--- config.mk ---
export PLATFORM = sky130hd
export DESIGN_NAME = tcfd_fifo
export DESIGN_NICKNAME = d
export VERILOG_FILES = /design/src/hw/rtl/tcfd_pkg.sv /design/src/hw/rtl/tcfd_fifo.sv
export SDC_FILE = /design/constraint.sdc
export NUM_CORES = 1
export LEC_CHECK = 0
export BUFFER_PORTS_ARGS = -buffer_cell sky130_fd_sc_hd__buf_2
export CAP_MARGIN = 40
export CELL_PAD_IN_SITES_DETAIL_PLACEMENT = 1
export CELL_PAD_IN_SITES_GLOBAL_PLACEMENT = 1
export CORE_MARGIN = 4
export CORE_UTILIZATION = 47
export DETAILED_ROUTE_END_ITERATION = 8
export HOLD_SLACK_MARGIN = 0.1
export PLACE_DENSITY_LB_ADDON = 0.1
export SLEW_MARGIN = 20
export SYNTH_ARGS = -nofsm -noshare
export SYNTH_HDL_FRONTEND = slang
export SYNTH_SLANG_ARGS = --single-unit
--- constraint.sdc ---
create_clock -name clk -period 7.3 [get_ports clk]
set_input_delay 1.825 -clock clk [delete_from_list [all_inputs] [get_ports clk]]
set_output_delay 1.825 -clock clk [all_outputs]
set_load 0.005 [all_outputs]
--- src/hw/rtl/tcfd_pkg.sv ---
// Shared types, constants and the CORDIC arctangent table for the tilt filter drive.
package tcfd_pkg;

	localparam int CFG_IDX_W  = 3;
	localparam int CFG_DATA_W = 32;

	localparam logic [CFG_IDX_W-1:0] REG_ACCEL_X_OFFSET      = 3'd0;
	localparam logic [CFG_IDX_W-1:0] REG_ACCEL_Y_OFFSET      = 3'd1;
	localparam logic [CFG_IDX_W-1:0] REG_ACCEL_Z_OFFSET      = 3'd2;
	localparam logic [CFG_IDX_W-1:0] REG_GYRO_Y_OFFSET       = 3'd3;
	localparam logic [CFG_IDX_W-1:0] REG_BLEND_ALPHA         = 3'd4;
	localparam logic [CFG_IDX_W-1:0] REG_SPEED_WHEN_POSITIVE = 3'd5;
	localparam logic [CFG_IDX_W-1:0] REG_SPEED_WHEN_NEGATIVE = 3'd6;

	localparam logic [15:0] ALPHA_RESET     = 16'd32113;
	localparam logic [31:0] SPEED_POS_RESET = 32'hFFFF_0000;
	localparam logic [31:0] SPEED_NEG_RESET = 32'h2211_0000;

	localparam int QUEUE_DEPTH  = 2;
	localparam int ATAN_ENTRIES = 24;
	localparam int STEP_W       = 5;

	localparam logic [STEP_W-1:0] SQRT_TOP = 5'd16;

	localparam logic [14:0] RECIP_131  = 15'd32018;
	localparam logic [23:0] RECIP_250  = 24'd8589935;
	localparam logic [42:0] ROUND_HALF = 43'd4096000;

	localparam logic [15:0] ALPHA_ONE   = 16'd32768;
	localparam logic [15:0] PITCH_LIMIT = 16'd23040;
	localparam logic signed [15:0] RATE_MAX = 16'sh7FFF;
	localparam logic signed [15:0] RATE_MIN = 16'sh8000;

	localparam logic [7:0] FRAME_CMD = 8'hA2;

	localparam logic [1:0] DIR_NONE = 2'd0;
	localparam logic [1:0] DIR_POS  = 2'd1;
	localparam logic [1:0] DIR_NEG  = 2'd2;

	typedef struct packed {
		logic signed [16:0] ax;
		logic [32:0]        sq;
		logic signed [15:0] rate;
		logic               ax_zero;
	} tcfd_item_t;

	typedef struct packed {
		logic [15:0] ax_off;
		logic [15:0] ay_off;
		logic [15:0] az_off;
		logic [15:0] gy_off;
	} tcfd_offsets_t;

	typedef struct packed {
		logic [15:0] alpha;
		logic [31:0] spd_pos;
		logic [31:0] spd_neg;
	} tcfd_drive_cfg_t;

	// atan(2^-i) in 1/65536 degree.
	function automatic logic [21:0] atan_step(input logic [STEP_W-1:0] idx);
		logic [21:0] v;
		case (idx)
			5'd0: v = 22'd2949120;
			5'd1: v = 22'd1740967;
			5'd2: v = 22'd919879;
			5'd3: v = 22'd466945;
			5'd4: v = 22'd234379;
			5'd5: v = 22'd117304;
			5'd6: v = 22'd58666;
			5'd7: v = 22'd29335;
			5'd8: v = 22'd14668;
			5'd9: v = 22'd7334;
			5'd10: v = 22'd3667;
			5'd11: v = 22'd1833;
			5'd12: v = 22'd917;
			5'd13: v = 22'd458;
			5'd14: v = 22'd229;
			5'd15: v = 22'd115;
			5'd16: v = 22'd57;
			5'd17: v = 22'd29;
			5'd18: v = 22'd14;
			5'd19: v = 22'd7;
			5'd20: v = 22'd4;
			5'd21: v = 22'd2;
			5'd22: v = 22'd1;
			default: v = 22'd0;
		endcase
		return v;
	endfunction

endpackage

--- src/hw/rtl/tcfd_fifo.sv ---
// Short item queue between the front pipeline and the back sequencer.
module tcfd_fifo (
	input  logic                 clk,
	input  logic                 arst_n,
	input  logic                 push,
	input  tcfd_pkg::tcfd_item_t push_item,
	output logic                 full,
	output logic                 pop_valid,
	input  logic                 pop,
	output tcfd_pkg::tcfd_item_t pop_item
);
	import tcfd_pkg::*;

	localparam int PTR_W = (QUEUE_DEPTH > 1) ? $clog2(QUEUE_DEPTH) : 1;
	localparam int CNT_W = $clog2(QUEUE_DEPTH + 1);

	tcfd_item_t       mem_q [QUEUE_DEPTH];
	logic [PTR_W-1:0] wr_ptr_q, rd_ptr_q;
	logic [CNT_W-1:0] cnt_q;

	assign full      = (cnt_q == CNT_W'(QUEUE_DEPTH));
	assign pop_valid = (cnt_q != '0);
	assign pop_item  = mem_q[rd_ptr_q];

	always_ff @(posedge clk or negedge arst_n) begin
		if (!arst_n) begin
			wr_ptr_q <= '0;
			rd_ptr_q <= '0;
			cnt_q    <= '0;
		end else begin
			if (push) begin
				wr_ptr_q <= (wr_ptr_q == PTR_W'(QUEUE_DEPTH - 1)) ? '0 : wr_ptr_q + 1'b1;
			end
			if (pop) begin
				rd_ptr_q <= (rd_ptr_q == PTR_W'(QUEUE_DEPTH - 1)) ? '0 : rd_ptr_q + 1'b1;
			end
			if (push && !pop) begin
				cnt_q <= cnt_q + 1'b1;
			end else if (pop && !push) begin
				cnt_q <= cnt_q - 1'b1;
			end
		end
	end

	always_ff @(posedge clk) begin
		if (push) begin
			mem_q[wr_ptr_q] <= push_item;
		end
	end

	a_cnt_range: assert property (@(posedge clk) disable iff (!arst_n)
		cnt_q <= CNT_W'(QUEUE_DEPTH))
		else $error("queue count beyond depth");

	a_no_overflow: assert property (@(posedge clk) disable iff (!arst_n)
		push |-> !full)
		else $error("push into a full queue");

	a_no_underflow: assert property (@(posedge clk) disable iff (!arst_n)
		pop |-> pop_valid)
		else $error("pop from an empty queue");

endmodule

# Word level (Yosys, flattened, before mapping)
# Memory sizes are Yosys's and may differ from the RTL's.
# Index checks and enable logic that the tools add are counted.
[totals] register_bits=4 ramBits=134 in_bits=71 out_inout_bits=69 wordCells=21 mem_count=1
[memory_table] name="mem_q" depth=2 word_bits=67 rd=1 rd_clocked_by_memory_dff=0 wr=1 line_no="tcfd_fifo.sv:17" source="tcfd_item_t mem_q [QUEUE_DEPTH];"
[op_classes] add_sub_neg=4 n_eq_ne=1 muxes=6 reduce_logical=6
[op_table] cell="$mux W1" count=4
[op_table] cell="$mux W2" count=2
[op_table] cell="$reduce_bool A2 Y1" count=2
[op_table] cell="$add A1 B1 Y1 const B" count=2
[op_table] cell="$add A2 B1 Y2 const B" count=1
[op_table] cell="$eq A2 B2 Y1 const B" count=1
[op_table] cell="$logic_and A1 B1 Y1" count=2
[op_table] cell="$logic_not A1 Y1" count=2
[op_table] cell="$sub A2 B1 Y2 const B" count=1

# Longest topological paths before layout
[logic_depth] word_depth=4 mapped_depth=5 ltp_nobuf=5

# Least setup slack after synthesis
# Ideal clock, no wire load.
[synth_timing] kind="input port to flip-flop" startpoint="input push" endpoint="memory mem_q[0][0] (netlist name) (enable)" t_arrival_ps=4768 t_required_ps=6800 setup_slack_ps=2032 stages=1 path_buffers=0 path_cell_list="nor2b_1"
[synth_between] elab_chain_cells=2
[synth_lines] element="start: declaration" line_no="tcfd_fifo.sv:5" source="input logic push,"
[synth_lines] element="$mux W1" line_no="tcfd_fifo.sv:46" source="if (push) begin"
[synth_lines] element="$mux W1 (not written as such)" line_no="tcfd_fifo.sv:47" source="mem_q[wr_ptr_q] <= push_item;"
[synth_lines] element="end: declaration" line_no="tcfd_fifo.sv:17"
# No other way between the ends.

==> results.md <==
- Antenna Nets Post-Route: 0
- Yosys cell types: 15
- Relative slew slack: 0.680
- Sequential-to-total area share from yosys stat: 0.806
- Via count: 2591
- First-pass GRT wire length: 15.9 mm
- Htree depth: 4
- EDFF count, synth: 134
- I/O pin cnt: 140
- Core footprint: 10500 sq um
- Worst path buffer plus inverter count: 2
- Top FF cell, synth: edfxtp_1
- Sink Count: 138
- Core Rows: 37
- Final Hold Vio Count: 0
- Ys async rst share: 0.0290
- Pleak: ~0.0026 uW
- Status: finished, final reports clean
- Detail Placement HPWL: 6.84 mm
- Metal2 WL: 5.33 mm
- Reg-to-reg critical path startpoint: wr_ptr_q
- CP delay by family, top: flip-flops
- Yosys reg bits: roughly 140
- Largest stage delay on the critical path: 0.66 ns
- VDD IR-drop max: 260 uV
- Critical path launch point type: register
- Clock Pin Slew Worst Setup and Hold Paths: about 0.060 ns
- Antenna violations before repair: 0
- Pre-CTS setup slack: 3.95 ns
- Total GRT Usage: 0.171
- PD cells: a little over 400 nW/um^2
- Mean post-synth cell area: 22.7 sq um
- First-pass DRT Iterations: 4
- Kind of critical path: register to output pin
- Routed wire per std cell: 19.1 microns
- Critical-path maximum fanout: 45
- Die H: between 100 and 150 microns
- CP arrival: 2.03 ns
- Die area: 12600 sq um
- Netlist Area Pre-Place: 5110 sq um
- Clock latency on the worst-skew pair: 0.51 ns
- RSZ-0062 raised after global routing: false
- Syn nets: 297
- Fin crit share: 0.528
- Worst EP required: 5.48 ns
- Power, Total: 2760 uW
- Met3 routed wirelength: 654 microns
- Final setup vio count: 0
- Total global routing overflow: 0
- TritonCTS Buffers: 17
- # DRC: 0
- Worst Hold Class: register to register
- Flop-to-flop setup slack: between 5 and 6 ns
- Critical Path Start: rd_ptr_q
- Clock skew: around 0.0046 ns
- R2r worst-path depth: 3
- Most numerous cell in the Yosys netlist: edfxtp_1
- Synth cell count leaders: edfxtp_1, mux2_2, mux2_4
- Max-slew violation count: 0
- Share of cells above drive strength 1: 0.618
- Worst setup path endpoint: pop_item[59]
- DR top layer: met4
- Vias in the first global route: a little under 3000
- CTS resizes: 0
- Largest net degree at the start of global routing: 46
- Final Critical Period: 3.86 ns
- Final WS setup: 3.44 ns
- Area leader, netlist: edfxtp_1
- TNS Setup: 0 ns
- Ranking of synthesized cells by area: edfxtp_1, mux2_2, mux2_4
- Root Buffer: clkbuf_8
- Area Overhead vs Synth: 30.9%
- Initial DRC count: 82
- Reg2reg end: mem_q[1][11]
- Vias per cell: 4.90
- Wl on met1: 3.89 mm
- Post-CTS Hold Buffers: 0
- Synth warn: 0
- FMAX: 259 MHz
- Routability congestion estimate: ~0.75
- CP max-delay cell: dfrtp_4
- Worst-path cell chain: buf_16 -> mux2_2 -> buf_2
- CTS tree: built
- Syn Inst Count: 225
- Critical Path Stages: 3
- Share of the synthesized area in the top cell type: 0.787
- Antenna cells: 0
- Slew @ Worst Pin: ~0.48 ns
- Final WL: 10.1 mm
- Initial Utilization: 0.489
- Die W: about 110 microns
- Post-CTS Setup Inserts: 0
- Worst Setup End Kind: output pin
- PortBufs: 139
- Worst hold path startpoint: cnt_q[1]
- # nets final: 452
- Max Cap Violations: 0
- Max Root-Sink Buffers: 2
## per-layer routing
metal | GRT usage | up-vias
li1 | - | 1199
met1 | 0.192 | 1285
met2 | 0.291 | 89
met3 | 0.0647 | 18
met4 | 0.0761 | 0
met5 | 0 | -
## cell type report
cell class,instances,area (sq um)
Sequential cell,138,4130
Multi-Input combinational cell,78,923
Fill cell,951,3770
Inverter,1,3.75
Clock inverter,14,274
Tap cell,136,170
Timing Repair Buffer,144,778
Clock buffer,18,418
## report_power, final
| part | switching (uW) | internal, uW |
|---|---|---|
| clock | 300 | 689 |
| sequential | 71.2 | 1050 |
| combinational | 293 | 355 |
| total | 665 | 2100 |
## placed cells by master (no fill, tap or decap), types with 2 or more instances in the layout
cell type / Yosys / final
buf_2: 4 / 139
edfxtp_1: 134 / 134
mux2_2: 47 / 47
mux2_4: 20 / 20
clkbuf_16: 0 / 16
bufinv_16: 0 / 8
xor2_1: 4 / 4
clkinv_1: 0 / 3
dfrtp_1: 4 / 3
clkinv_4: 0 / 2
buf_12: 0 / 2
buf_4: 0 / 2
## worst min-delay path by stage
stage | slack, ns | cells past startpoint | endpoint
2_1_floorplan | 0.45 | 1 | cnt_q[1]
4_1_cts | 0.50 | 1 | cnt_q[1]
3_5_place_dp | 0.48 | 1 | cnt_q[1]
6_report | 0.49 | 1 | cnt_q[1]
3_3_place_gp | 0.47 | 1 | cnt_q[1]
5_1_grt | 0.51 | 1 | cnt_q[1]
## kinds of logic (layout without fill, tap and decap cells)
family | after synthesis | count (layout) | synth area share
xor+xnor | 5 | 5 | 0.00856
fa+ha+maj | 1 | 1 | 0.00245
mux | 67 | 67 | 0.162
flops | 138 | 138 | 0.806
buf+inv | 9 | 177 | 0.0149
simple gates | 5 | 5 | 0.00563
## flip-flops by register name, indices dropped and copies added, names as in the netlist
register / cells
cnt_q: 2
rd_ptr_q: 1
wr_ptr_q: 1
mem_q: 134
## worst reg2reg max path, delay by kind of cell, from the launching register on
kind                   cells  cell delay, ns
AND/OR/NAND/NOR            1            0.20
buffers and inverters      2            0.71
flip-flops                 1            0.43
## stage by stage
step / utilization / hold slack, ns / instances / instance area (sq um)
3_3_place_gp: 0.567 / 0.466 / 494 / 5940
6_report: 0.640 / 0.492 / 529 / 6700
5_1_grt: 0.640 / 0.509 / 529 / 6700
2_1_floorplan: - / 0.447 / 225 / 5110
3_5_place_dp: 0.574 / 0.484 / 497 / 6000
4_1_cts: 0.640 / 0.496 / 529 / 6700
Power figures use the tool's default switching activity.
