## src/hw/rtl/tcfd_pkg.sv

```systemverilog
// Shared types, constants and the CORDIC arctangent table for the tilt filter drive.
package tcfd_pkg;

	localparam int CFG_IDX_W  = 3;
	localparam int CFG_DATA_W = 32;

	localparam logic [CFG_IDX_W-1:0] REG_ACCEL_X_OFFSET      = 3'd0;
	localparam logic [CFG_IDX_W-1:0] REG_ACCEL_Y_OFFSET      = 3'd1;
	localparam logic [CFG_IDX_W-1:0] REG_ACCEL_Z_OFFSET      = 3'd2;
	localparam logic [CFG_IDX_W-1:0] REG_GYRO_Y_OFFSET       = 3'd3;
	localparam logic [CFG_IDX_W-1:0] REG_BLEND_ALPHA         = 3'd4;
	localparam logic [CFG_IDX_W-1:0] REG_SPEED_WHEN_POSITIVE = 3'd5;
	localparam logic [CFG_IDX_W-1:0] REG_SPEED_WHEN_NEGATIVE = 3'd6;

	localparam logic [15:0] ALPHA_RESET     = 16'd32113;
	localparam logic [31:0] SPEED_POS_RESET = 32'hFFFF_0000;
	localparam logic [31:0] SPEED_NEG_RESET = 32'h2211_0000;

	localparam int QUEUE_DEPTH  = 2;
	localparam int ATAN_ENTRIES = 24;
	localparam int STEP_W       = 5;

	localparam logic [STEP_W-1:0] SQRT_TOP = 5'd16;

	localparam logic [14:0] RECIP_131  = 15'd32018;
	localparam logic [23:0] RECIP_250  = 24'd8589935;
	localparam logic [42:0] ROUND_HALF = 43'd4096000;

	localparam logic [15:0] ALPHA_ONE   = 16'd32768;
	localparam logic [15:0] PITCH_LIMIT = 16'd23040;
	localparam logic signed [15:0] RATE_MAX = 16'sh7FFF;
	localparam logic signed [15:0] RATE_MIN = 16'sh8000;

	localparam logic [7:0] FRAME_CMD = 8'hA2;

	localparam logic [1:0] DIR_NONE = 2'd0;
	localparam logic [1:0] DIR_POS  = 2'd1;
	localparam logic [1:0] DIR_NEG  = 2'd2;

	typedef struct packed {
		logic signed [16:0] ax;
		logic [32:0]        sq;
		logic signed [15:0] rate;
		logic               ax_zero;
	} tcfd_item_t;

	typedef struct packed {
		logic [15:0] ax_off;
		logic [15:0] ay_off;
		logic [15:0] az_off;
		logic [15:0] gy_off;
	} tcfd_offsets_t;

	typedef struct packed {
		logic [15:0] alpha;
		logic [31:0] spd_pos;
		logic [31:0] spd_neg;
	} tcfd_drive_cfg_t;

	// atan(2^-i) in 1/65536 degree.
	function automatic logic [21:0] atan_step(input logic [STEP_W-1:0] idx);
		logic [21:0] v;
		case (idx)
			5'd0: v = 22'd2949120;
			5'd1: v = 22'd1740967;
			5'd2: v = 22'd919879;
			5'd3: v = 22'd466945;
			5'd4: v = 22'd234379;
			5'd5: v = 22'd117304;
			5'd6: v = 22'd58666;
			5'd7: v = 22'd29335;
			5'd8: v = 22'd14668;
			5'd9: v = 22'd7334;
			5'd10: v = 22'd3667;
			5'd11: v = 22'd1833;
			5'd12: v = 22'd917;
			5'd13: v = 22'd458;
			5'd14: v = 22'd229;
			5'd15: v = 22'd115;
			5'd16: v = 22'd57;
			5'd17: v = 22'd29;
			5'd18: v = 22'd14;
			5'd19: v = 22'd7;
			5'd20: v = 22'd4;
			5'd21: v = 22'd2;
			5'd22: v = 22'd1;
			default: v = 22'd0;
		endcase
		return v;
	endfunction

endpackage

```

## src/hw/rtl/tcfd_front.sv

```systemverilog
// Front pipeline: offset removal, squared magnitude, gyro rate by reciprocal divide.
module tcfd_front (
	input  logic                   clk,
	input  logic                   arst_n,
	input  logic                   in_valid,
	output logic                   in_ready,
	input  logic signed [15:0]     accel_x,
	input  logic signed [15:0]     accel_y,
	input  logic signed [15:0]     accel_z,
	input  logic signed [15:0]     gyro_y,
	input  tcfd_pkg::tcfd_offsets_t offsets,
	output logic                   push,
	output tcfd_pkg::tcfd_item_t   push_item,
	input  logic                   full
);
	import tcfd_pkg::*;

	logic v_s1, v_s2, v_s3, v_s4;
	logic adv;

	logic signed [16:0] ax_s1, ay_s1, az_s1, gy_s1;
	logic signed [16:0] ax_s2, ax_s3;
	logic [31:0]        ay2_s2, az2_s2;
	logic [22:0]        n_s2, n_s3;
	logic               gneg_s2, gneg_s3;
	logic [32:0]        sq_s3;
	logic [15:0]        qe_s3;
	tcfd_item_t         item_s4;

	logic signed [33:0] ay_sq_w, az_sq_w;
	logic [15:0]        gy_mag_w;
	logic [37:0]        recip_w;
	logic [23:0]        chk_w;
	logic [15:0]        q_w;
	logic signed [15:0] rate_w;

	assign adv       = !v_s4 || !full;
	assign in_ready  = adv;
	assign push      = v_s4 && !full;
	assign push_item = item_s4;

	always_ff @(posedge clk or negedge arst_n) begin
		if (!arst_n) begin
			v_s1 <= 1'b0;
			v_s2 <= 1'b0;
			v_s3 <= 1'b0;
			v_s4 <= 1'b0;
		end else if (adv) begin
			v_s1 <= in_valid;
			v_s2 <= v_s1;
			v_s3 <= v_s2;
			v_s4 <= v_s3;
		end
	end

	assign ay_sq_w  = ay_s1 * ay_s1;
	assign az_sq_w  = az_s1 * az_s1;
	assign gy_mag_w = gy_s1[16] ? 16'(-gy_s1) : gy_s1[15:0];
	assign recip_w  = 38'(n_s2) * 38'(RECIP_131);

	// The reciprocal estimate is the true quotient or one above it.
	always_comb begin
		chk_w = 24'(qe_s3) * 24'd131;
		q_w   = ({1'b0, n_s3} < chk_w) ? qe_s3 - 16'd1 : qe_s3;
		if (gneg_s3) begin
			rate_w = (q_w > ALPHA_ONE) ? RATE_MIN : 16'(-q_w);
		end else begin
			rate_w = (q_w > 16'(RATE_MAX)) ? RATE_MAX : q_w;
		end
	end

	always_ff @(posedge clk) begin
		if (adv) begin
			if (in_valid) begin
				ax_s1 <= {accel_x[15], accel_x} - {offsets.ax_off[15], offsets.ax_off};
				ay_s1 <= {accel_y[15], accel_y} - {offsets.ay_off[15], offsets.ay_off};
				az_s1 <= {accel_z[15], accel_z} - {offsets.az_off[15], offsets.az_off};
				gy_s1 <= {gyro_y[15], gyro_y} - {offsets.gy_off[15], offsets.gy_off};
			end
			ax_s2   <= ax_s1;
			ay2_s2  <= ay_sq_w[31:0];
			az2_s2  <= az_sq_w[31:0];
			n_s2    <= {gy_mag_w, 7'b0} + 23'd65;
			gneg_s2 <= gy_s1[16];

			ax_s3   <= ax_s2;
			sq_s3   <= {1'b0, ay2_s2} + {1'b0, az2_s2};
			qe_s3   <= recip_w[37:22];
			n_s3    <= n_s2;
			gneg_s3 <= gneg_s2;

			item_s4.ax      <= ax_s3;
			item_s4.sq      <= sq_s3;
			item_s4.rate    <= rate_w;
			item_s4.ax_zero <= (ax_s3 == 17'sd0);
		end
	end

endmodule

```

## config.mk

```make
export PLATFORM = sky130hd
export DESIGN_NAME = tcfd_front
export DESIGN_NICKNAME = d
export VERILOG_FILES = /design/src/hw/rtl/tcfd_pkg.sv /design/src/hw/rtl/tcfd_front.sv
export SDC_FILE = /design/constraint.sdc
export NUM_CORES = 2
export LEC_CHECK = 0
export BUFFER_PORTS_ARGS = -buffer_cell sky130_fd_sc_hd__buf_4
export CORE_MARGIN = 2
export CORE_UTILIZATION = 58
export DETAILED_ROUTE_END_ITERATION = 8
export GPL_TIMING_DRIVEN = 1
export PLACE_DENSITY = 0.81
export SLEW_MARGIN = 20
export SYNTH_ARGS = -nofsm -noshare
export SYNTH_HDL_FRONTEND = slang
export SYNTH_SLANG_ARGS = --single-unit
```

## constraint.sdc

```tcl
create_clock -name clk -period 8.53 [get_ports clk]
set_input_delay 0.853 -clock clk [delete_from_list [all_inputs] [get_ports clk]]
set_output_delay 0.853 -clock clk [all_outputs]
set_load 0.05 [all_outputs]
```

[After elaboration in Yosys (flattened, before gate mapping)]
Cells that the tools add are included.
Storage, ports and cells
  flip-flop bits (word level): 334
  output and inout port bits: 69
  logic and storage cells: 49
Cells by class
  multiply operators: 4
  add/sub/neg operators: 9
  reductions and logical operators: 6
  mux-type cells: 5
  magnitude comparators: 3
Operators by type and width (count)
  2-to-1 mux 16 bit: 5
  subtractor 16 x 16 -> 17 bit: 4
  multiplier 17 x 17 -> 32 bit: 2
  multiplier 23 x 14 -> 37 bit, second input constant: 1
  adder 32 x 32 -> 33 bit: 1
  negator 16 bit: 2
  less-than comparator 23 x 24 -> 1 bit: 1
  multiplier 16 x 8 -> 24 bit, second input constant: 1
  adder 23 x 7 -> 23 bit, second input constant: 1
  logical NOT 17 bit: 1
  greater-than comparator 16 x 15 -> 1 bit, second input constant: 1
  greater-than comparator 16 bit, second input constant: 1
  subtractor 16 x 1 -> 16 bit, second input constant: 1
  logical NOT 1 bit: 2
  AND reduction 2 bit: 1
  logical AND 1 bit: 1
  logical OR 1 bit: 1

[Logic depth before layout (Yosys ltp)]
  word-level depth: 6
  mapped depth: 36

[Least setup slack after synthesis]
Ideal clock, no wire load.
  kind: input port to flip-flop
  from: in full
  to: reg ax_s1[0], enable pin
  setup time: 0.433 ns
  stages on the path: 2
  arrival: 8.502 ns
  buffers on the path: 0
  required time: 8.097 ns
  path slack: -0.406 ns
  path through: nand2_1 > and2_1
On the way
  longest elaborated chain between the ends: 3
RTL lines
  start, declared: RTL line tcfd_front.sv:14  | input logic full
  logical NOT 1 bit: RTL line tcfd_front.sv:37  | assign adv = !v_s4 || !full;
  logical OR 1 bit: RTL line tcfd_front.sv:37
  AND reduction 2 bit (no source line)
  end signal, assigned: RTL line tcfd_front.sv:75  | ax_s1 <= {accel_x[15], accel_x} - {offsets.ax_off[15], offsets.ax_off};
  end, declared: RTL line tcfd_front.sv:21  | logic signed [16:0] ax_s1, ay_s1, az_s1, gy_s1;
No other way between the ends.
A chain may end at the register's enable or synchronous reset.

[Worst setup path in the final report]
  from: reg qe_s3[7]
  to: reg item_s4, in the netlist push_item[15], data pin
On the way
  longest elaborated chain between the ends: 6
  elaborated cells between the ends (all ways): 10
  classes of those cells: add/sub: 2; mul: 1; order compare: 3; mux: 4
RTL lines
  start, declared: RTL line tcfd_front.sv:27  | logic [15:0] qe_s3;
  start signal, assigned: RTL line tcfd_front.sv:88  | qe_s3 <= recip_w[37:22];
  multiplier 16 x 8 -> 24 bit: RTL line tcfd_front.sv:63  | chk_w = 24'(qe_s3) * 24'd131;
  less-than comparator 23 x 24 -> 1 bit: RTL line tcfd_front.sv:64  | q_w = ({1'b0, n_s3} < chk_w) ? qe_s3 - 16'd1 : qe_s3;
  2-to-1 mux 16 bit *: RTL line tcfd_front.sv:64
  negator 16 bit (tied with other cells): RTL line tcfd_front.sv:66  | rate_w = (q_w > ALPHA_ONE) ? RATE_MIN : 16'(-q_w);
  2-to-1 mux 16 bit, on equally long branches: RTL line tcfd_front.sv:66, tcfd_front.sv:68
  2-to-1 mux 16 bit *: RTL line tcfd_front.sv:65  | if (gneg_s3) begin
  named net rate_w[14]: RTL line tcfd_front.sv:35  | logic signed [15:0] rate_w;
  end, declared: RTL line tcfd_front.sv:28  | tcfd_item_t item_s4;
The timed path passes the listed nets; every way through them passes the cells marked *.

==> results_dict.tcl <==
set metrics [dict create \
    outcome "finished clean" \
    async_flop_share_pct 1.26 \
    grt_pass1_wl_um 138000 \
    syn_area_mm2 0.0400 \
    clkTransAtPathRegs_ps 60 \
    antenna_found_initial 0 \
    synth.most_common_cell "inv_1" \
    critPathBufInv 3 \
    r2r_slack_ps 910 \
    setup_viol 0 \
    avgViaCountPerCell 5.45 \
    hold_viol 0 \
    n_antenna_cell 0 \
    period_share_pct 89.4 \
    std_cell_rows 96 \
    met1_usage_pct 29.6 \
    cts_buffers 36 \
    vias 26900 \
    cp_data_arrival_time_ps 7920 \
    firstDrtPassIters 5 \
    die_h_um 267 \
    placedCellCount 4868 \
    hold_buffers 0 \
    cts_root_buffer "clkbuf_16" \
    area_growth_pct 8.99 \
    cts_tree "built" \
    gr-total-overflow 0 \
    rr_worst_depth 32 \
    drtIter0Drc 1506 \
    ys_seq_area_share_pct 23.8 \
    drt_wl_total_um 82000 \
    syn-num-nets 5027 \
    whs_ps 77.4 \
    end_kind "flop" \
    ant_nets 0 \
    rr_endpoint "push_item[15]" \
    crit_fanout 17 \
    synthTopCellsByCount "957 x inv_1, 610 x fa_1, 442 x ha_1, 314 x edfxtp_1, 231 x nand2_1" \
    critPathSlowestCell "edfxtp_1" \
    r2r-start "qe_s3[7]" \
    cp-start-kind "flop" \
    synth_top_area_share_pct 30.5 \
    coreArea_mm2 0.0685 \
    grt_pass1_vias 29200 \
    grt_usage_pct 24.2 \
    clock_path_buffers 3 \
    drv_cap 0 \
    cts.sinks 318 \
    busiest_layer "met2" \
    drc 0 \
    maxSlewViolCount 0 \
    portBuffers 200 \
    synth_edf_count 314 \
    worst_slew_pin_slew_ps 1010 \
    postCtsSetupRepairBufs 0 \
    grt_max_degree 72 \
    met2_usage_pct 43.2 \
    cpPeakStageDelay_ps 500 \
    finalCriticalPeriod_ps 7620 \
    insertion_delay_ps 570 \
    cpLargestDelayFamily "simple AND/OR/NAND/NOR gates" \
    synth-seq-cells 318 \
    synth_cell_types 90 \
    worstHoldPathType "in2async" \
    fin_skew_ps 21.1 \
    die_w_um 267 \
    htree_num_levels 2 \
    syn_inst 3843 \
    synth_top_area_cell "fa_1" \
    syn_avg_cell_area_um2 10.4 \
    synth_flop_cell "edfxtp_1" \
    io_pins 201 \
    yosysWarnings 0 \
    grtUsageMet3_pct 4.82 \
    die-area_mm2 0.0711 \
    synth.area.top_cells "fa_1 31%, edfxtp_1 24%, ha_1 14%" \
    drive_above_1_share_pct 7.65 \
    critPathLaunch "qe_s3[7]" \
    clock.fmax_ghz 0.131 \
    place_congestion 0.899 \
    relSlewSlack_pct 31.3 \
    final_nets 5208 \
    cpMostUsedCell "ha_1" \
    wl_per_cell_um 16.6 \
    rsz0062_at_grt "no" \
    place_hpwl_um 66100 \
    final_cells 4932 \
    cts-resized-gates 0 \
    start_util_pct 58.4 \
    fin_tns_setup_ps 0 \
    crit_type "reg2reg" \
    critPathRequiredTime_ps 8830 \
]
==> cells in the final DEF, fill, tap and decap left out, types with 6 or more instances in the layout <==
| master | count |
|---|---|
| nor3_1 | 67 |
| a21o_1 | 38 |
| buf_4 | 203 |
| or3_1 | 17 |
| o21bai_1 | 8 |
| a31o_2 | 6 |
| nor4_1 | 10 |
| a31oi_1 | 10 |
| nand2_1 | 230 |
| a21boi_0 | 21 |
| edfxtp_1 | 314 |
| o2111ai_1 | 7 |
| fa_1 | 610 |
| o211ai_1 | 10 |
| nor2b_1 | 38 |
| a211oi_1 | 23 |
| and2_1 | 144 |
| xor2_1 | 40 |
| nor2_1 | 163 |
| a21oi_1 | 114 |
| o31ai_1 | 18 |
| and3_1 | 22 |
| clkbuf_16 | 36 |
| inv_1 | 957 |
| nand2b_1 | 38 |
| nand3_1 | 44 |
| xnor2_1 | 153 |
| clkbuf_1 | 6 |
| o21ai_0 | 83 |
| o21a_1 | 17 |
| or2_2 | 8 |
| nand4_1 | 14 |
| ha_1 | 442 |
==> worst max path at each step <==
stage               cells past startpoint             to  slack [ps]
CTS                                    32  push_item[15]         960
global placement                       34   push_item[9]        1210
finish                                 32  push_item[15]         910
floorplan                              36   push_item[9]        1820
detailed placement                     32   push_item[9]         970
global route                           34  push_item[15]         260
==> state kept, by name (all words and copies together) (netlist names) <==
name       cells
push_item     67
sq_s3         33
ay2_s2        31
az2_s2        31
ax_s1         17
ax_s2         17
ax_s3         17
ay_s1         17
az_s1         17
gy_s1         17
n_s2          16
n_s3          16
qe_s3         16
gneg_s2        1
gneg_s3        1
v_s1           1
v_s2           1
v_s3           1
v_s4           1
==> layer usage <==
metal,part of all wire (%),up-vias
met5,0,-
met4,3.1,0
met3,6.3,174
met2,51,687
met1,40,13400
li1,-,12600
==> kinds of logic after synthesis <==
family / share of synthesized area, %
adders and majority gates: 44.4
buffers and inverters: 9.60
and+or+nand+nor: 10.5
AOI/OAI and AO/OA: 7.24
DFF: 23.8
xor gates and xnor gates: 4.23
muxes: 0.241
==> final cells by class <==
cell class,count,area (um^2)
multi-input combinational,2508,26600
fill,5283,24900
sequential,318,9530
inverter,957,3590
timing repair buffer,203,1520
tap,882,1100
clock buffer,42,923
clock inverter,22,270
==> stage by stage <==
stage / util (%) / cell area [um^2] / worst slack, ps
after floorplan: - / 40000 / 1820
after global placement: 61.9 / 42400 / 1210
after detailed placement: 61.9 / 42400 / 972
after CTS: 63.7 / 43600 / 958
after global routing: 63.7 / 43600 / 257
final: 63.7 / 43600 / 908
Power is not shown: default switching activity piles up to over one toggle a cycle in this logic, so the estimate is an artifact.
