--- config.mk ---
export PLATFORM = sky130hd
export DESIGN_NAME = tcfd_back
export DESIGN_NICKNAME = d
export VERILOG_FILES = /design/src/hw/rtl/tcfd_pkg.sv /design/src/hw/rtl/tcfd_back.sv
export SDC_FILE = /design/constraint.sdc
export NUM_CORES = 2
export LEC_CHECK = 0
export BUFFER_PORTS_ARGS = -buffer_cell sky130_fd_sc_hd__buf_2
export CAP_MARGIN = 15
export CORE_AREA = 2 2 490 370
export CTS_CLUSTER_DIAMETER = 40
export DETAILED_ROUTE_END_ITERATION = 6
export DIE_AREA = 0 0 492 372
export GPL_TIMING_DRIVEN = 0
export PLACE_DENSITY = 0.64
export SLEW_MARGIN = 20
export SYNTH_ARGS = -nofsm -noshare
export SYNTH_HDL_FRONTEND = slang
export SYNTH_SLANG_ARGS = --single-unit
--- constraint.sdc ---
create_clock -name clk -period 15.22 [get_ports clk]
set_input_delay 2.283 -clock clk [delete_from_list [all_inputs] [get_ports clk]]
set_output_delay 2.283 -clock clk [all_outputs]
set_load 0.02 [all_outputs]
--- src/hw/rtl/tcfd_pkg.sv ---
// Shared types, constants and the CORDIC arctangent table for the tilt filter drive.
package tcfd_pkg;

	localparam int CFG_IDX_W  = 3;
	localparam int CFG_DATA_W = 32;

	localparam logic [CFG_IDX_W-1:0] REG_ACCEL_X_OFFSET      = 3'd0;
	localparam logic [CFG_IDX_W-1:0] REG_ACCEL_Y_OFFSET      = 3'd1;
	localparam logic [CFG_IDX_W-1:0] REG_ACCEL_Z_OFFSET      = 3'd2;
	localparam logic [CFG_IDX_W-1:0] REG_GYRO_Y_OFFSET       = 3'd3;
	localparam logic [CFG_IDX_W-1:0] REG_BLEND_ALPHA         = 3'd4;
	localparam logic [CFG_IDX_W-1:0] REG_SPEED_WHEN_POSITIVE = 3'd5;
	localparam logic [CFG_IDX_W-1:0] REG_SPEED_WHEN_NEGATIVE = 3'd6;

	localparam logic [15:0] ALPHA_RESET     = 16'd32113;
	localparam logic [31:0] SPEED_POS_RESET = 32'hFFFF_0000;
	localparam logic [31:0] SPEED_NEG_RESET = 32'h2211_0000;

	localparam int QUEUE_DEPTH  = 2;
	localparam int ATAN_ENTRIES = 24;
	localparam int STEP_W       = 5;

	localparam logic [STEP_W-1:0] SQRT_TOP = 5'd16;

	localparam logic [14:0] RECIP_131  = 15'd32018;
	localparam logic [23:0] RECIP_250  = 24'd8589935;
	localparam logic [42:0] ROUND_HALF = 43'd4096000;

	localparam logic [15:0] ALPHA_ONE   = 16'd32768;
	localparam logic [15:0] PITCH_LIMIT = 16'd23040;
	localparam logic signed [15:0] RATE_MAX = 16'sh7FFF;
	localparam logic signed [15:0] RATE_MIN = 16'sh8000;

	localparam logic [7:0] FRAME_CMD = 8'hA2;

	localparam logic [1:0] DIR_NONE = 2'd0;
	localparam logic [1:0] DIR_POS  = 2'd1;
	localparam logic [1:0] DIR_NEG  = 2'd2;

	typedef struct packed {
		logic signed [16:0] ax;
		logic [32:0]        sq;
		logic signed [15:0] rate;
		logic               ax_zero;
	} tcfd_item_t;

	typedef struct packed {
		logic [15:0] ax_off;
		logic [15:0] ay_off;
		logic [15:0] az_off;
		logic [15:0] gy_off;
	} tcfd_offsets_t;

	typedef struct packed {
		logic [15:0] alpha;
		logic [31:0] spd_pos;
		logic [31:0] spd_neg;
	} tcfd_drive_cfg_t;

	// atan(2^-i) in 1/65536 degree.
	function automatic logic [21:0] atan_step(input logic [STEP_W-1:0] idx);
		logic [21:0] v;
		case (idx)
			5'd0: v = 22'd2949120;
			5'd1: v = 22'd1740967;
			5'd2: v = 22'd919879;
			5'd3: v = 22'd466945;
			5'd4: v = 22'd234379;
			5'd5: v = 22'd117304;
			5'd6: v = 22'd58666;
			5'd7: v = 22'd29335;
			5'd8: v = 22'd14668;
			5'd9: v = 22'd7334;
			5'd10: v = 22'd3667;
			5'd11: v = 22'd1833;
			5'd12: v = 22'd917;
			5'd13: v = 22'd458;
			5'd14: v = 22'd229;
			5'd15: v = 22'd115;
			5'd16: v = 22'd57;
			5'd17: v = 22'd29;
			5'd18: v = 22'd14;
			5'd19: v = 22'd7;
			5'd20: v = 22'd4;
			5'd21: v = 22'd2;
			5'd22: v = 22'd1;
			default: v = 22'd0;
		endcase
		return v;
	endfunction

endpackage

--- src/hw/rtl/tcfd_back.sv ---
// Back sequencer: square root, CORDIC atan2, complementary blend and motor frame output.
module tcfd_back #(
	parameter int CORDIC_STEPS = 16
) (
	input  logic                     clk,
	input  logic                     arst_n,
	input  logic                     pop_valid,
	output logic                     pop,
	input  tcfd_pkg::tcfd_item_t     pop_item,
	input  tcfd_pkg::tcfd_drive_cfg_t cfg,
	output logic                     out_valid,
	input  logic                     out_ready,
	output logic signed [15:0]       pitch_angle,
	output logic signed [15:0]       tilt_rate,
	output logic [1:0]               drive_direction,
	output logic [63:0]              command_payload
);
	import tcfd_pkg::*;

	localparam int STEPS = (CORDIC_STEPS < ATAN_ENTRIES) ? CORDIC_STEPS : ATAN_ENTRIES;

	typedef enum logic [9:0] {
		ST_IDLE   = 10'b00_0000_0001,
		ST_SQRT   = 10'b00_0000_0010,
		ST_CORDIC = 10'b00_0000_0100,
		ST_PREP   = 10'b00_0000_1000,
		ST_MULA   = 10'b00_0001_0000,
		ST_MULB   = 10'b00_0010_0000,
		ST_DIVE   = 10'b00_0100_0000,
		ST_DIVM   = 10'b00_1000_0000,
		ST_DIVF   = 10'b01_0000_0000,
		ST_OUT    = 10'b10_0000_0000
	} state_t;

	state_t              st_q;
	logic [STEP_W-1:0]   cnt_q;
	logic signed [15:0]  pe_q;
	logic                out_valid_q;

	logic signed [16:0]  ax_q;
	logic signed [15:0]  rate_q;
	logic                ax_zero_q;
	logic [32:0]         v_q;
	logic [33:0]         res_q;
	logic signed [27:0]  x_q, y_q;
	logic signed [24:0]  z_q;
	logic signed [24:0]  t1_q, t2_q;
	logic signed [42:0]  pa_q, num_q;
	logic [22:0]         s_q;
	logic                neg_q;
	logic [15:0]         qe_q;
	logic signed [15:0]  p_q;
	logic signed [15:0]  pitch_q, rate_out_q;
	logic [1:0]          dir_q;
	logic [63:0]         payload_q;

	logic [32:0]         sq_bit_w;
	logic [34:0]         sq_trial_w;
	logic [32:0]         v_nxt_w;
	logic [33:0]         res_nxt_w;
	logic signed [27:0]  xs_w, ys_w;
	logic signed [24:0]  at_w, zsum_w;
	logic signed [15:0]  acc_w;
	logic [15:0]         a_w;
	logic signed [16:0]  a17_w, b17_w;
	logic [42:0]         mag_w;
	logic [46:0]         recip_w;
	logic [23:0]         chk_w;
	logic [15:0]         q_w, qc_w;
	logic                load_out;

	assign pop       = (st_q == ST_IDLE) && pop_valid;
	assign load_out  = (st_q == ST_OUT) && (!out_valid_q || out_ready);

	assign out_valid       = out_valid_q;
	assign pitch_angle     = pitch_q;
	assign tilt_rate       = rate_out_q;
	assign drive_direction = dir_q;
	assign command_payload = payload_q;

	// Restoring square root, one result bit per cycle.
	always_comb begin
		sq_bit_w   = 33'd1 << {cnt_q, 1'b0};
		sq_trial_w = {1'b0, res_q} + {2'b0, sq_bit_w};
		if ({2'b0, v_q} >= sq_trial_w) begin
			v_nxt_w   = v_q - sq_trial_w[32:0];
			res_nxt_w = {1'b0, res_q[33:1]} + {1'b0, sq_bit_w};
		end else begin
			v_nxt_w   = v_q;
			res_nxt_w = {1'b0, res_q[33:1]};
		end
	end

	assign xs_w   = x_q >>> cnt_q;
	assign ys_w   = y_q >>> cnt_q;
	assign at_w   = signed'({3'b0, atan_step(cnt_q)});
	assign zsum_w = z_q + 25'sd256;
	assign acc_w  = ax_zero_q ? 16'sd0 : zsum_w[24:9];

	assign a_w   = (cfg.alpha > ALPHA_ONE) ? ALPHA_ONE : cfg.alpha;
	assign a17_w = signed'({1'b0, a_w});
	assign b17_w = signed'({1'b0, ALPHA_ONE}) - a17_w;

	assign mag_w   = (num_q[42] ? 43'(-num_q) : 43'(num_q)) + ROUND_HALF;
	assign recip_w = 47'(s_q) * 47'(RECIP_250);

	// The reciprocal estimate is the true quotient or one above it.
	always_comb begin
		chk_w = 24'(qe_q) * 24'd250;
		q_w   = ({1'b0, s_q} < chk_w) ? qe_q - 16'd1 : qe_q;
		qc_w  = (q_w > PITCH_LIMIT) ? PITCH_LIMIT : q_w;
	end

	always_ff @(posedge clk or negedge arst_n) begin
		if (!arst_n) begin
			st_q        <= ST_IDLE;
			cnt_q       <= '0;
			pe_q        <= '0;
			out_valid_q <= 1'b0;
		end else begin
			if (load_out) begin
				out_valid_q <= 1'b1;
				pe_q        <= p_q;
			end else if (out_ready) begin
				out_valid_q <= 1'b0;
			end
			case (st_q)
				ST_IDLE: begin
					if (pop_valid) begin
						cnt_q <= SQRT_TOP;
						st_q  <= ST_SQRT;
					end
				end
				ST_SQRT: begin
					if (cnt_q == '0) begin
						st_q <= ST_CORDIC;
					end else begin
						cnt_q <= cnt_q - 1'b1;
					end
				end
				ST_CORDIC: begin
					if (cnt_q == STEP_W'(STEPS - 1)) begin
						cnt_q <= '0;
						st_q  <= ST_PREP;
					end else begin
						cnt_q <= cnt_q + 1'b1;
					end
				end
				ST_PREP: st_q <= ST_MULA;
				ST_MULA: st_q <= ST_MULB;
				ST_MULB: st_q <= ST_DIVE;
				ST_DIVE: st_q <= ST_DIVM;
				ST_DIVM: st_q <= ST_DIVF;
				ST_DIVF: st_q <= ST_OUT;
				ST_OUT: begin
					if (load_out) begin
						st_q <= ST_IDLE;
					end
				end
				default: st_q <= ST_IDLE;
			endcase
		end
	end

	always_ff @(posedge clk) begin
		case (st_q)
			ST_IDLE: begin
				ax_q      <= pop_item.ax;
				rate_q    <= pop_item.rate;
				ax_zero_q <= pop_item.ax_zero;
				v_q       <= pop_item.sq;
				res_q     <= '0;
			end
			ST_SQRT: begin
				v_q   <= v_nxt_w;
				res_q <= res_nxt_w;
				x_q   <= signed'({3'b0, res_nxt_w[16:0], 8'b0});
				y_q   <= {{3{ax_q[16]}}, ax_q, 8'b0};
				z_q   <= '0;
			end
			ST_CORDIC: begin
				if (y_q > 28'sd0) begin
					x_q <= x_q + ys_w;
					y_q <= y_q - xs_w;
					z_q <= z_q + at_w;
				end else begin
					x_q <= x_q - ys_w;
					y_q <= y_q + xs_w;
					z_q <= z_q - at_w;
				end
			end
			ST_PREP: begin
				t1_q <= (25'(pe_q) * 25'sd250) + 25'(rate_q);
				t2_q <= 25'(acc_w) * 25'sd250;
			end
			ST_MULA: pa_q <= a17_w * t1_q;
			ST_MULB: num_q <= pa_q + b17_w * t2_q;
			ST_DIVE: begin
				s_q   <= mag_w[37:15];
				neg_q <= num_q[42];
			end
			ST_DIVM: qe_q <= recip_w[46:31];
			ST_DIVF: p_q <= neg_q ? 16'(-qc_w) : qc_w;
			ST_OUT: begin
				if (load_out) begin
					pitch_q    <= p_q;
					rate_out_q <= rate_q;
					if (p_q > 16'sd0) begin
						dir_q     <= DIR_POS;
						payload_q <= {cfg.spd_pos, 24'd0, FRAME_CMD};
					end else if (p_q < 16'sd0) begin
						dir_q     <= DIR_NEG;
						payload_q <= {cfg.spd_neg, 24'd0, FRAME_CMD};
					end else begin
						dir_q     <= DIR_NONE;
						payload_q <= '0;
					end
				end
			end
			default: begin
			end
		endcase
	end

	a_pitch_range: assert property (@(posedge clk) disable iff (!arst_n)
		(pe_q <= signed'(PITCH_LIMIT)) && (pe_q >= -signed'(PITCH_LIMIT)))
		else $error("kept pitch outside the saturation range");

	a_dir_matches: assert property (@(posedge clk) disable iff (!arst_n)
		out_valid_q |-> ((dir_q == DIR_NONE) == (pitch_q == 16'sd0)))
		else $error("drive direction disagrees with pitch sign");

	a_cordic_count: assert property (@(posedge clk) disable iff (!arst_n)
		(st_q == ST_CORDIC) |-> (cnt_q < STEP_W'(STEPS)))
		else $error("CORDIC iteration count overran");

endmodule
Yosys cells after proc, flatten, opt, wreduce, memory -nomap -nowiden:

Memories as Yosys holds them, arrays and structs flattened.
Cells that the tools add are included.
Widths: inputs -> output; s select.

* add/subtract/negate cells: 19
* multiply operators: 6
* divide/modulo/power cells: 0
* $lt $le $gt $ge: 7
* eq/ne operators: 17
* shifts and indexed selects: 3
* muxes and demuxes: 30
* bitwise logic cells: 0
* reduce and logical (&&, ||, !) cells: 13

Operators with widths (count)
* $mux 64: 2
* $pmux 28 s2: 2
* $pmux 10 s10: 1
* $mux 16: 5
* $pmux 34 s2: 1
* $pmux 33 s2: 1
* $add 28x28->28: 2
* $mux 28: 2
* $sshr 28x5->28: 2
* $sub 28x28->28: 2
* $pmux 25 s2: 1
* $mul 16x8->24 const B: 2
* $mul 23x24->47 const B: 1
* $add 43x42->43: 1
* $mul 17x25->42: 1
* $mul 17x24->41: 1
* $mux 10: 4
* $add 38x22->38 const B: 1
* $mux 38: 1
* $neg 38->38: 1
* $add 34x33->35: 1
* $ge 33x35->1: 1
* $add 33x33->34: 1
* $mux 34: 1
* other kinds (45): 57

* register bits: 503
* bits in latches: 0
* RAM bits: 0
* ROM bits: 704
* logic and storage cells: 121
* memories kept: 1

Memory list
* (name not given): depth 32, width 22, rd ports 1, clocked after memory_dff 0, write ports 0, line tcfd_pkg.sv:63 `case (idx)`

Logic depth before layout (Yosys ltp):

* depth in word-level cells: 7
* mapped depth: 45

Worst setup path before layout:

No wires, ideal clock.

* path type: input to register
* from: input port cfg[79] (netlist name)
* to: register num_q[36] (data pin)
* arrival: 11.757 ns
* path slack: 3.202 ns
* cell stages on the path: 41
* buffers on the path: 3
* cells stage by stage: clkbuf_1 > nor2b_1 > clkbuf_1 > inv_1 > ha_1 > nand4bb_1 > or4b_2 > or3_1 > a21oi_1 > clkbuf_1 > nand2_1 > fa_1 > fa_1 > inv_1 > fa_1 > fa_1 > fa_1 > inv_1 > [... 5 more ...] > or3b_2 > nand2_1 > a31oi_1 > o21ai_0 > a21oi_1 > nand2b_1 > a21boi_0 > ha_1 > a21o_1 > a221o_1 > a21o_1 > a21o_1 > a21oi_1 > o21bai_1 > a41o_1 > nand3_1 > nand2b_1 > xor2_1

* word-level cells in the longest chain between the ends: 5

Ends and longest elaborated chain
* start, declared: line tcfd_back.sv:10 `input tcfd_pkg::tcfd_drive_cfg_t cfg,`
* $gt 16x16->1: line tcfd_back.sv:100 `assign a_w = (cfg.alpha > ALPHA_ONE) ? ALPHA_ONE : cfg.alpha;`
* $mux 16 (*): line tcfd_back.sv:100
* $sub 16x16->17 (*): line tcfd_back.sv:102 `assign b17_w = signed'({1'b0, ALPHA_ONE}) - a17_w;`
* $mul 17x24->41 (*): line tcfd_back.sv:197 `ST_MULB: num_q <= pa_q + b17_w * t2_q;`
* $add 43x42->43 (*): line tcfd_back.sv:197
* end signal, assigned: line tcfd_back.sv:197
* end, declared: line tcfd_back.sv:48 `logic signed [42:0] pa_q, num_q;`

Every way passes the cells marked *; elsewhere a longest branch is shown, timed or not.
A chain may end at the register's enable or synchronous reset.

Final worst setup path:

Same ends and word-level chain as after synthesis.

==> reports/metrics.yaml <==
status: "finished, final reports clean"
synth_seq_cells: 467
cpPeakStageDelay_ns: 0.85
min_period_ns: 15.05
cts_hold_buf: 0
ant_nets: 0
timing.final.crit_share: 0.989
maxCapViolCount: 0
yosysTopAreaCellShare: 0.282
seq_area_frac_synth: 0.174
setup_violations: 0
slowest_stage: "or4b_2"
io_pins: 251
cts_tree: "done"
cp_common_cell: "fa_1"
cts_htree_levels: 3
grt_use_total: 0.255
gp_congestion: 0.994
max-clock-path-buffers: 3
postLayoutCellArea_mm2: 0.0874
cpLargestDelayFamily: "adder cells"
fin_nets: 11042
synth_cells: 8526
synth.avg_cell_area_um2: 9.35
synth-async-reset-ratio: 0.0685
yosys_warnings: 0
core_area_mm2: 0.179
die_w_um: 492
rows: 135
cts_buffers: 89
numClockSinks: 467
initial_core_util: 0.445
vias_per_cell: 5.44
crit_type: "input pin to flip-flop"
hp-class: "flip-flop to flip-flop"
synth_commonest_cells: "inv_1, fa_1, nand2_1, ha_1, nor2_1"
syn_area_mm2: 0.0797
finalHoldViolCount: 0
skew_ns: 0.0678
drt_iter0_markers: 5153
grt_first_pass_wirelength_mm: 363
yosysTopAreaCell: "fa_1"
synth_cell_types: 101
io_buffers: 221
synth_area_leaders: "fa_1, edfxtp_1, ha_1"
root_buffer: "clkbuf_16"
die-area_mm2: 0.183
grt_pass1_vias: 62063
yosysMostFrequentCell: "inv_1"
worstPathArrival_ns: 15.42
place_area_mm2: 0.0843
fmax_ghz: 0.0664
route.vias.total: 61789
worstPathRequired_ns: 15.58
insertion_delay_ns: 0.76
wl_mm: 231
grt_max_degree: 55
relSlewSlack: 0.206
cp_num_buf_inv: 8
synth_edf_count: 435
avgRoutedWirePerCell_um: 20.4
final_max_slew_viol_count: 0
drive_gt1_frac: 0.0706
synth_ff_type: "edfxtp_1"
drtPass1Iterations: 6
rsz0062_at_grt: "no"
grt_overflow: 0
worstMarginPinSlew_ns: 1.19
cp-end-kind: "flip-flop"
syn_to_final_growth_pct: 9.61
worst-path-max-fanout: 10
die_h_um: 372
cts.clk_slew.worst_paths_ns: 0.05
antenna_found_initial: 17
cp-start-kind: "input pin"
hpwl_mm: 193
drc: 0
[worst paths after layout]
path                          start         to  slack, ns  depth (start not counted)
setup / recovery            cfg[79]  num_q[36]       0.17                         42
hold / removal              pa_q[0]   num_q[0]       0.43                          0
setup reg to reg           cnt_q[3]    v_q[31]       4.25                         31
hold reg to reg             pa_q[0]   num_q[0]       0.43                          0
max in group asynchronous    arst_n   pe_q[14]      12.89                          1
min in group asynchronous    arst_n   cnt_q[4]       1.68                          1
[registers in the layout, indices dropped and copies added, names as in the netlist, 17 cells and up]
signal           flops
ax_q                17
command_payload     33
num_q               39
pa_q                42
res_q               34
s_q                 23
t1_q                25
t2_q                24
v_q                 33
x_q                 28
y_q                 28
z_q                 25
[cell usage in the layout, fill, tap and decap left out, drive strengths merged, types with 75 or more instances in the layout]
master / netlist / final
ha: 874 / 874
fa: 1124 / 1124
o21ai: 330 / 330
and2: 270 / 270
buf: 77 / 324
xnor2: 320 / 320
mux4: 75 / 75
a21oi: 326 / 326
edfxtp: 435 / 435
nand3: 86 / 86
a21o: 121 / 121
clkbuf: 215 / 311
nor2: 454 / 454
xor2: 182 / 182
nor3: 99 / 99
inv: 1633 / 1655
nand2: 990 / 990
[final cells by class]
| type | instances | area, µm² |
|---|---|---|
| fillers | 16895 | 91700 |
| clock inverters | 70 | 763 |
| multi-input cells | 6161 | 58700 |
| plain buffers | 292 | 1260 |
| flip-flops and latches | 467 | 13900 |
| diodes | 3 | 7.51 |
| repair buffers | 247 | 1400 |
| inverters | 1635 | 6140 |
| well taps | 2397 | 3000 |
| clock buffers | 96 | 2280 |
[layer usage]
| metal | GRT usage | wire (µm) | part of all wire | vias up |
|---|---|---|---|---|
| li1 | - | - | - | 28348 |
| met1 | 0.381 | 107000 | 0.46 | 30729 |
| met2 | 0.370 | 96100 | 0.42 | 2338 |
| met3 | 0.0548 | 20800 | 0.090 | 354 |
| met4 | 0.0718 | 6810 | 0.029 | 20 |
| met5 | 0.00286 | 179 | 0.00077 | - |
[worst reg2reg max path: cells and delay by family, from the launching register on]
family                   cells  cell delay (ns)
AO/OA/AOI/OAI               14             3.63
XOR/XNOR                     1             0.21
adder cells (fa/ha/maj)      2             0.65
buffers and inverters        8             4.02
flip-flops                   1             0.43
AND/OR/NAND/NOR              6             1.72
[per-stage QoR]
step	TNS [ns]	hold slack (ns)	cells	utilization	setup slack, ns
2_1_floorplan	0	0.400	8555	-	3.20
3_3_place_gp	-1.50	0.404	11173	0.469	-0.650
3_5_place_dp	-1.32	0.418	11199	0.471	-0.576
4_1_cts	0	0.429	11365	0.488	0.156
5_1_grt	0	0.448	11366	0.488	0.0415
6_report	0	0.433	11368	0.488	0.165
[repair_timing]
| item | in CTS | in global routing |
|---|---|---|
| gates resized for setup | 0 | 3 |
| endpoints found under the setup margin | 0 | 3 |
| buffers inserted | 0 | 0 |
[cell families (layout without fill, tap and decap cells)]
family	after synthesis	in the layout	synth area share
and+or+nand+nor	2281	2281	0.133
muxes	144	144	0.0305
adders and majority gates	2000	2000	0.420
AOI/OAI and AO/OA	1204	1204	0.0952
other	1	33	0.0000470
xor gates and xnor gates	502	502	0.0551
buffers and inverters	1927	2340	0.0927
DFF	467	467	0.174
Power is not shown: default switching activity piles up to over one toggle a cycle in this logic, so the estimate is an artifact.
